--- src/mm4_pkg.sv ---
// shared constants, types and helpers for the 4x4 q16.16 matrix multiplier
// no dependencies; imported by every module of the block

package mm4_pkg;

   localparam int DIM = 4;
   localparam int FRAC_BITS = 16;
   localparam int IDX_W = $clog2(DIM);
   localparam int ADDR_W = 2 * IDX_W;
   localparam int DEPTH = DIM * DIM;
   localparam int DATA_W = 32;
   localparam int PROD_W = 2 * DATA_W;
   localparam int ACC_W = PROD_W + $clog2(DIM);
   localparam int ACT_W = 2;
   localparam int FIELDS_W = 2 * IDX_W + DATA_W;
   localparam int TDATA_W = ((FIELDS_W + 7) / 8) * 8;
   localparam int PAD_W = TDATA_W - FIELDS_W;

   localparam logic [ACT_W-1:0] ACT_LOAD_LEFT = 2'd0;
   localparam logic [ACT_W-1:0] ACT_LOAD_RIGHT = 2'd1;
   localparam logic [ACT_W-1:0] ACT_MULTIPLY = 2'd2;

   localparam logic [IDX_W-1:0] K_LAST = IDX_W'(DIM - 1);
   localparam logic [ADDR_W-1:0] ELEM_LAST = ADDR_W'(DEPTH - 1);

   localparam logic signed [ACC_W-1:0] SAT_HI =
      {{(ACC_W - DATA_W + 1){1'b0}}, {(DATA_W - 1){1'b1}}};
   localparam logic signed [ACC_W-1:0] SAT_LO =
      {{(ACC_W - DATA_W + 1){1'b1}}, {(DATA_W - 1){1'b0}}};

   // control that travels with a dot-product term
   typedef struct packed {
      logic vld;    // term present
      logic first;  // first term of an element
      logic fin;    // final term of an element
   } mac_ctl_type;

   // floor shift by the fraction width, then clamp to signed 32 bits
   function automatic logic [DATA_W-1:0] sat_q16(input logic signed [ACC_W-1:0] acc);
      logic signed [ACC_W-1:0] sh;
      sh = acc >>> FRAC_BITS;
      if (sh > SAT_HI) begin
         sat_q16 = SAT_HI[DATA_W-1:0];
      end else if (sh < SAT_LO) begin
         sat_q16 = SAT_LO[DATA_W-1:0];
      end else begin
         sat_q16 = sh[DATA_W-1:0];
      end
   endfunction

endpackage

--- src/mm4_store.sv ---
// one matrix store: dim*dim words, one write and one registered read per cycle
// uses mm4_pkg; per-entry valid bits make unwritten entries read as zero

module mm4_store
   import mm4_pkg::*;
(
   input  logic              clock,
   input  logic              reset,
   input  logic              wr_en,
   input  logic [ADDR_W-1:0] wr_addr,
   input  logic [DATA_W-1:0] wr_data,
   input  logic [ADDR_W-1:0] rd_addr,
   output logic [DATA_W-1:0] rd_data
);

   logic [DATA_W-1:0] mem [DEPTH];
   logic [DEPTH-1:0]  vld_ff;
   logic [DATA_W-1:0] rd_data_ff;
   logic              rd_vld_ff;

   always_ff @(posedge clock) begin
      if (wr_en) begin
         mem[wr_addr] <= wr_data;
      end
      rd_data_ff <= mem[rd_addr];
   end

   always_ff @(posedge clock) begin
      if (reset) begin
         vld_ff    <= '0;
         rd_vld_ff <= 1'b0;
      end else begin
         if (wr_en) begin
            vld_ff[wr_addr] <= 1'b1;
         end
         rd_vld_ff <= vld_ff[rd_addr];
      end
   end

   // never-written entries read as zero, since their valid bit is still clear
   assign rd_data = rd_vld_ff ? rd_data_ff : '0;

endmodule

--- src/mm4_mac.sv ---
// multiply-accumulate pipeline: registered 32x32 product, then running sum
// uses mm4_pkg; done pulses with the full-precision sum of one element

module mm4_mac
   import mm4_pkg::*;
(
   input  logic                    clock,
   input  logic                    reset,
   input  mac_ctl_type             ctl,
   input  logic [DATA_W-1:0]       op_a,
   input  logic [DATA_W-1:0]       op_b,
   output logic                    done,
   output logic signed [ACC_W-1:0] acc
);

   logic signed [PROD_W-1:0] prod_ff;
   logic signed [ACC_W-1:0]  acc_ff;
   logic signed [ACC_W-1:0]  acc_in;
   logic signed [ACC_W-1:0]  prod_ext;
   mac_ctl_type              ctl_ff;
   logic                     done_ff;

   assign prod_ext = ACC_W'(prod_ff);

   always_comb begin
      if (ctl_ff.first) begin
         acc_in = prod_ext;
      end else begin
         acc_in = acc_ff + prod_ext;
      end
   end

   always_ff @(posedge clock) begin
      prod_ff <= $signed(op_a) * $signed(op_b);
      if (ctl_ff.vld) begin
         acc_ff <= acc_in;
      end
   end

   always_ff @(posedge clock) begin
      if (reset) begin
         ctl_ff  <= '0;
         done_ff <= 1'b0;
      end else begin
         ctl_ff  <= ctl;
         done_ff <= ctl_ff.vld && ctl_ff.fin;
      end
   end

   assign done = done_ff;
   assign acc  = acc_ff;

endmodule

--- src/matrix_multiply_4x4.sv ---
// top level of the 4x4 q16.16 matrix multiplier: stream ports and sequencer
// depends on mm4_pkg, mm4_store (two instances) and mm4_mac

// A load item (tuser 0 or 1) writes one element of the left or the right
// matrix; both matrices read as zero after reset. A multiply item (tuser 2)
// produces sixteen result items, column by column with the row running inner,
// the last one marked by tlast; tuser 3 is accepted and ignored. Each product
// element is the sum of four 32x32 products, floor-shifted right by 16 and
// saturated to signed 32 bits. Each matrix lives in its own single-read-port
// memory, so one dot term is read per cycle once an element has started; a
// result passes through four reads, the registered memory read, the product
// register and the accumulate, and the next element starts only after it is
// done. A multiply occupies the block until its last element is done, longer
// when the result side stalls. The input side is not ready while a multiply
// runs, so loads never overlap reads of the stores. No clearing pass after reset.

module matrix_multiply_4x4
   import mm4_pkg::*;
(
   input  logic               clock,
   input  logic               reset,
   input  logic               req_tvalid,
   output logic               req_tready,
   input  logic [TDATA_W-1:0] req_tdata,  // row, col, value, zero pad
   input  logic [ACT_W-1:0]   req_tuser,  // action
   output logic               rsp_tvalid,
   input  logic               rsp_tready,
   output logic [TDATA_W-1:0] rsp_tdata,  // out_row, out_col, product, zero pad
   output logic               rsp_tlast
);

   localparam logic ST_IDLE = 1'b0;
   localparam logic ST_RUN = 1'b1;

   // input fields
   logic [IDX_W-1:0]  req_row;
   logic [IDX_W-1:0]  req_col;
   logic [DATA_W-1:0] req_value;
   logic              req_accept;

   assign req_row   = req_tdata[IDX_W-1:0];
   assign req_col   = req_tdata[2*IDX_W-1:IDX_W];
   assign req_value = req_tdata[FIELDS_W-1:2*IDX_W];

   // sequencer state
   logic              state_ff, state_in;
   logic [ADDR_W-1:0] elem_ff, elem_in;     // {col, row} of the element in work
   logic [IDX_W-1:0]  k_ff, k_in;          // dot-product term being read
   logic              inflight_ff, inflight_in;
   logic [IDX_W-1:0]  elem_row;
   logic [IDX_W-1:0]  elem_col;
   logic              rsp_free;
   logic              issue;
   mac_ctl_type       ctl_s1_ff;

   // result register
   logic              rsp_valid_ff;
   logic [IDX_W-1:0]  rsp_row_ff;
   logic [IDX_W-1:0]  rsp_col_ff;
   logic [DATA_W-1:0] rsp_product_ff;
   logic              rsp_last_ff;

   // datapath
   logic [DATA_W-1:0]       left_rd;
   logic [DATA_W-1:0]       right_rd;
   logic                    mac_done;
   logic signed [ACC_W-1:0] mac_acc;

   assign req_tready = (state_ff == ST_IDLE);
   assign req_accept = req_tvalid && req_tready;

   assign elem_row = elem_ff[IDX_W-1:0];
   assign elem_col = elem_ff[ADDR_W-1:IDX_W];

   // start an element only when the result register will have room for it
   assign rsp_free = !rsp_valid_ff || rsp_tready;
   assign issue    = (state_ff == ST_RUN) && ((k_ff != '0) || (!inflight_ff && rsp_free));

   // left element (row, k) and right element (k, col)
   mm4_store u_left (
      .clock   (clock),
      .reset   (reset),
      .wr_en   (req_accept && (req_tuser == ACT_LOAD_LEFT)),
      .wr_addr ({req_row, req_col}),
      .wr_data (req_value),
      .rd_addr ({elem_row, k_ff}),
      .rd_data (left_rd)
   );

   mm4_store u_right (
      .clock   (clock),
      .reset   (reset),
      .wr_en   (req_accept && (req_tuser == ACT_LOAD_RIGHT)),
      .wr_addr ({req_row, req_col}),
      .wr_data (req_value),
      .rd_addr ({k_ff, elem_col}),
      .rd_data (right_rd)
   );

   mm4_mac u_mac (
      .clock (clock),
      .reset (reset),
      .ctl   (ctl_s1_ff),
      .op_a  (left_rd),
      .op_b  (right_rd),
      .done  (mac_done),
      .acc   (mac_acc)
   );

   always_comb begin
      state_in    = state_ff;
      elem_in     = elem_ff;
      k_in        = k_ff;
      inflight_in = inflight_ff;

      case (state_ff)
         ST_IDLE: begin
            if (req_accept && (req_tuser == ACT_MULTIPLY)) begin
               state_in    = ST_RUN;
               elem_in     = '0;
               k_in        = '0;
               inflight_in = 1'b0;
            end
         end
         ST_RUN: begin
            if (issue) begin
               k_in = (k_ff == K_LAST) ? '0 : k_ff + 1'b1;
               if (k_ff == '0) begin
                  inflight_in = 1'b1;
               end
            end
            // element finished: move on, or stop after the final one
            if (mac_done) begin
               inflight_in = 1'b0;
               elem_in     = elem_ff + 1'b1;
               if (elem_ff == ELEM_LAST) begin
                  state_in = ST_IDLE;
               end
            end
         end
         default: begin
            state_in = ST_IDLE;
         end
      endcase
   end

   always_ff @(posedge clock) begin
      if (reset) begin
         state_ff     <= ST_IDLE;
         elem_ff      <= '0;
         k_ff         <= '0;
         inflight_ff  <= 1'b0;
         ctl_s1_ff    <= '0;
         rsp_valid_ff <= 1'b0;
      end else begin
         state_ff    <= state_in;
         elem_ff     <= elem_in;
         k_ff        <= k_in;
         inflight_ff <= inflight_in;
         // control lines up with the registered read data of the stores
         ctl_s1_ff.vld   <= issue;
         ctl_s1_ff.first <= (k_ff == '0);
         ctl_s1_ff.fin   <= (k_ff == K_LAST);
         if (mac_done) begin
            rsp_valid_ff <= 1'b1;
         end else if (rsp_tready) begin
            rsp_valid_ff <= 1'b0;
         end
      end
   end

   // result payload, captured once per element
   always_ff @(posedge clock) begin
      if (mac_done) begin
         rsp_row_ff     <= elem_row;
         rsp_col_ff     <= elem_col;
         rsp_product_ff <= sat_q16(mac_acc);
         rsp_last_ff    <= (elem_ff == ELEM_LAST);
      end
   end

   assign rsp_tvalid = rsp_valid_ff;
   assign rsp_tdata  = {{PAD_W{1'b0}}, rsp_product_ff, rsp_col_ff, rsp_row_ff};
   assign rsp_tlast  = rsp_last_ff;

   // loads must never land while an element is being read
   a_no_load_in_flight: assert property (@(posedge clock) disable iff (reset)
      req_tready |-> !inflight_ff)
      else $error("input ready while an element is in flight");

   // a finished element must always find room in the result register
   a_no_result_overrun: assert property (@(posedge clock) disable iff (reset)
      mac_done |-> (!rsp_valid_ff || rsp_tready))
      else $error("result register overrun");

   // the term counter rests at zero whenever the block is idle
   a_idle_k_zero: assert property (@(posedge clock) disable iff (reset)
      (state_ff == ST_IDLE) |-> (k_ff == '0))
      else $error("term counter not at zero while idle");

   // a marked result ends the run and leaves the block idle
   a_last_ends_run: assert property (@(posedge clock) disable iff (reset)
      (mac_done && (elem_ff == ELEM_LAST)) |=> (state_ff == ST_IDLE))
      else $error("sequencer still running after the final element");

endmodule
--- config.mk ---
export PLATFORM = sky130hd
export DESIGN_NAME = matrix_multiply_4x4
export DESIGN_NICKNAME = d
export VERILOG_FILES = /design/src/mm4_pkg.sv /design/src/mm4_store.sv /design/src/mm4_mac.sv /design/src/matrix_multiply_4x4.sv
export SDC_FILE = /design/constraint.sdc
export NUM_CORES = 2
export LEC_CHECK = 0
export BUFFER_PORTS_ARGS = -buffer_cell sky130_fd_sc_hd__buf_2
export CORE_UTILIZATION = 31
export CTS_BUF_LIST = sky130_fd_sc_hd__clkbuf_8
export DETAILED_ROUTE_END_ITERATION = 6
export SYNTH_ARGS = -nofsm -noshare
export SYNTH_HDL_FRONTEND = slang
export SYNTH_SLANG_ARGS = --single-unit
--- constraint.sdc ---
create_clock -name clock -period 9.6 [get_ports clock]
set_input_delay 1.44 -clock clock [delete_from_list [all_inputs] [get_ports clock]]
set_output_delay 1.44 -clock clock [all_outputs]
set_load 0.05 [all_outputs]
==> run_results.csv <==
group,metric,value,unit
timing,hold_violations,0,
placement,dpl_cell_area,92050,um2
synthesis,synth.area.top_cells,"edfxtp_1 39%, fa_1 25%, mux4_2 8.6%",
clock_tree,cts_buffers,203,
critical_path,worst-endpoint-arrival,9.89,ns
synthesis,synthArstFlopShare,0,
synthesis,avgSynthCellArea,12.94,um2
die,rows,193,
placement,dp_slack,0.4146,ns
grt,grt_overflow_total,0,
placement,place_congestion,0.9354,
drt,num_vias,52477,
critical_path,cp_max_fo,34,
timing,max_slew_margin,0.2867,
die,ios,89,
grt,grt_pass1_wl,350700,um
clock_tree,cts.sinks,1305,
drt,drt_iter0_drc,4351,
drt,drt-pass1-iter-count,5,
min_path,hold_depth,2,
synthesis,synthAdderAreaFrac,0.2876,
die,dieHeight,529.7,um
drt,route.detailed.drc,0,
clock_tree,clock_latency,0.99,ns
grt,track_usage,0.1668,
clock_tree,clockBufferDepth,4,
placement,dpl.cell_count,10349,
finish,design_area,95940,um2
die,core_area,276700,um2
drt,wl,233900,um
timing,max_freq,0.1105,GHz
pwr,irDropWorstVdd,0.1603,mV
finish,final_common_cell,"edfxtp_1",
clock_tree,cts_tree,"yes",
placement,dp_hpwl,166800,um
finish,drive_above_1_share,0.1411,
min_path,min_path_type,"flop to flop",
critical_path,r2r_slack,0.55,ns
clock_tree,hold_buffers,0,
synthesis,synth_compound_area_frac,0.03704,
finish,area_growth,11.13,%
synthesis,synthXorXnorAreaFrac,0.01339,
grt,grt_antenna_before_repair,23,
pwr,power_leakage,37.43,nW
outcome,status,"complete, no violations",
timing,setup_ws,0.5463,ns
timing,tightest_slew,1.070,ns
synthesis,yosysUniqueCellTypes,86,
finish,layout.cells.non_filler,10724,
synthesis,synthSimpleGateAreaFrac,0.08159,
critical_path,r2r_cells,26,
timing,period_share,0.9431,
synthesis,yosysTopAreaCell,"edfxtp_1",
timing,setup_tns,0,ns
timing,fin_crit,9.054,ns
synthesis,yosys_register_bits,1305,
critical_path,cp-end-kind,"flop",
synthesis,synth_edf_count,1127,
grt,grt_pass1_vias,55766,
synthesis,yosys_warnings,0,
pwr,power_density,113.7,nW/um2
timing,rsz0062_at_grt,"no",
timing,drv_slew,0,
synthesis,yosysSeqAreaShare,0.4333,
clock_tree,cts-root-buf,"clkbuf_8",
die,start_util,0.3120,
synthesis,yosys_most_used_dff,"edfxtp_1",
drt,ant_nets,0,
run,drv_cap,0,
critical_path,worstPathRequired,10.44,ns
grt,grt_max_degree,128,
synthesis,netlist_instances,6674,
clock_tree,htree_levels,4,
finish,fillers,27050,
synthesis,synth.cell_area,86340,um2
timing,skew,0.1964,ns
die,fp.dieW,529.7,um
clock_tree,post_cts_buffers,0,
synthesis,synth_top_area_share,0.3920,
pwr,power.total,10.91,mW
drt,avgRoutedWirePerCell,21.81,um
timing,setup_viol,0,
critical_path,crit_path_start_kind,"flop",
placement,port_buffers,80,
clock_tree,clkTransAtPathRegs,0.06,ns
finish,finish.utilization,0.3467,
synthesis,synth_top_family_by_area,"adder cells",
synthesis,synthMuxAreaShare,0.08718,
drt,viasPerCell,4.893,
finish,fin_nets,8230,
timing,timing.hold.ws,0.4130,ns
finish,final_cell_mix,"1127 x edfxtp_1, 1083 x fa_1, 1067 x inv_1",
die,dieArea,280600,um2
critical_path,path_class,"flop to flop",
synthesized netlist by cell type (9+ instances only):
| cell type | instances |
|---|---|
| o21ba_2 | 11 |
| fa_1 | 1083 |
| buf_6 | 9 |
| a21oi_1 | 155 |
| nor3_1 | 25 |
| a31oi_1 | 20 |
| nand2_1 | 707 |
| o21a_1 | 15 |
| edfxtp_1 | 1127 |
| nor4_1 | 13 |
| nor2_1 | 732 |
| xnor2_1 | 76 |
| and2_1 | 64 |
| nand3_1 | 42 |
| and3_1 | 16 |
| dfxtp_1 | 178 |
| buf_1 | 31 |
| o21bai_1 | 21 |
| mux4_2 | 330 |
| o211ai_1 | 12 |
| inv_1 | 995 |
| a21o_1 | 66 |
| nand4_1 | 40 |
| a211oi_1 | 12 |
| ha_1 | 252 |
| nand2b_1 | 14 |
| nor2b_1 | 22 |
| clkbuf_1 | 298 |
| o21ai_0 | 132 |
| o31ai_1 | 11 |
| xor2_1 | 56 |
metal layers:
metal / global-route usage / vias to the layer above / share of wire
li1: - / 22531 / -
met2: 0.2650 / 2147 / 0.46
met4: 0.04972 / 18 / 0.031
met3: 0.04220 / 418 / 0.092
met5: 0 / - / 0.00054
met1: 0.2241 / 27363 / 0.42
final timing paths:
kind | start | end
setup / recovery | u_left.rd_vld_ff | u_mac.prod_ff[63]
hold reg to reg | u_mac.ctl_ff[0] | u_mac.done
hold / removal | u_mac.ctl_ff[0] | u_mac.done
setup reg to reg | u_left.rd_vld_ff | u_mac.prod_ff[63]
logic make-up (layout without fill, tap and decap cells):
group,after synthesis,in the layout
simple gates,1709,1709
mux,339,339
buf+inv,1347,1680
compound gates,506,506
other cells,1,13
flops,1305,1305
fa+ha+maj,1335,1335
xor+xnor,132,132
layout make-up:
| class | count | area (um2) | share of cell area |
|---|---|---|---|
| diodes | 9 | 22.52 | 0.0002347 |
| clock buffers | 220 | 3028 | 0.03156 |
| clock inverters | 146 | 835.8 | 0.008711 |
| inverters | 997 | 3742 | 0.03901 |
| multi-input cells | 4025 | 44020 | 0.4588 |
| flip-flops and latches | 1305 | 37440 | 0.3902 |
| well taps | 3705 | 4636 | 0.04832 |
| repair buffers | 317 | 2217 | 0.02311 |
where the power goes:
| group | internal, mW | switching (mW) | total (mW) |
|---|---|---|---|
| logic | 0.0417 | 0.144 | 0.186 |
| clock network | 2.32 | 2.21 | 4.54 |
| registers | 6.17 | 0.0128 | 6.19 |
what timing repair did:
action | in CTS | in global routing
gates resized for setup | 0 | 1
endpoints found under the setup margin | 0 | 1
hold endpoints to repair | 0 | 0
critical path: stages (launching register included):
cell      delay, ns
dfxtp_2        0.58
buf_12         0.25
and2_1         0.70
buf_4          0.32
nand2_1        0.11
fa_1           0.58
inv_1          0.06
fa_1           0.48
fa_1           0.57
fa_1           0.44
fa_1           0.52
fa_1           0.47
fa_1           0.52
fa_1           0.42
ha_1           0.36
inv_1          0.09
o31ai_2        0.27
nor2b_1        0.10
or3_1          0.40
nor3_1         0.21
a221oi_1       0.13
buf_4          0.17
o31a_2         0.38
o41ai_4        0.34
buf_4          0.17
mux2i_1        0.18
nand4_1        0.10
sequential cells by signal (all words and copies together) (netlist names), 2 cells and up:
signal	flops
u_mac.ctl_ff	3
u_left.vld_ff	16
rsp_row_ff	2
u_left.rd_data_ff	32
u_left.mem	512
u_right.rd_data_ff	32
k_ff	2
u_right.vld_ff	16
u_right.mem	512
elem_ff	4
u_mac.acc	66
ctl_s1_ff	3
rsp_product_ff	32
rsp_col_ff	2
u_mac.prod_ff	64
Note: power is estimated with default switching activity, not from simulation.
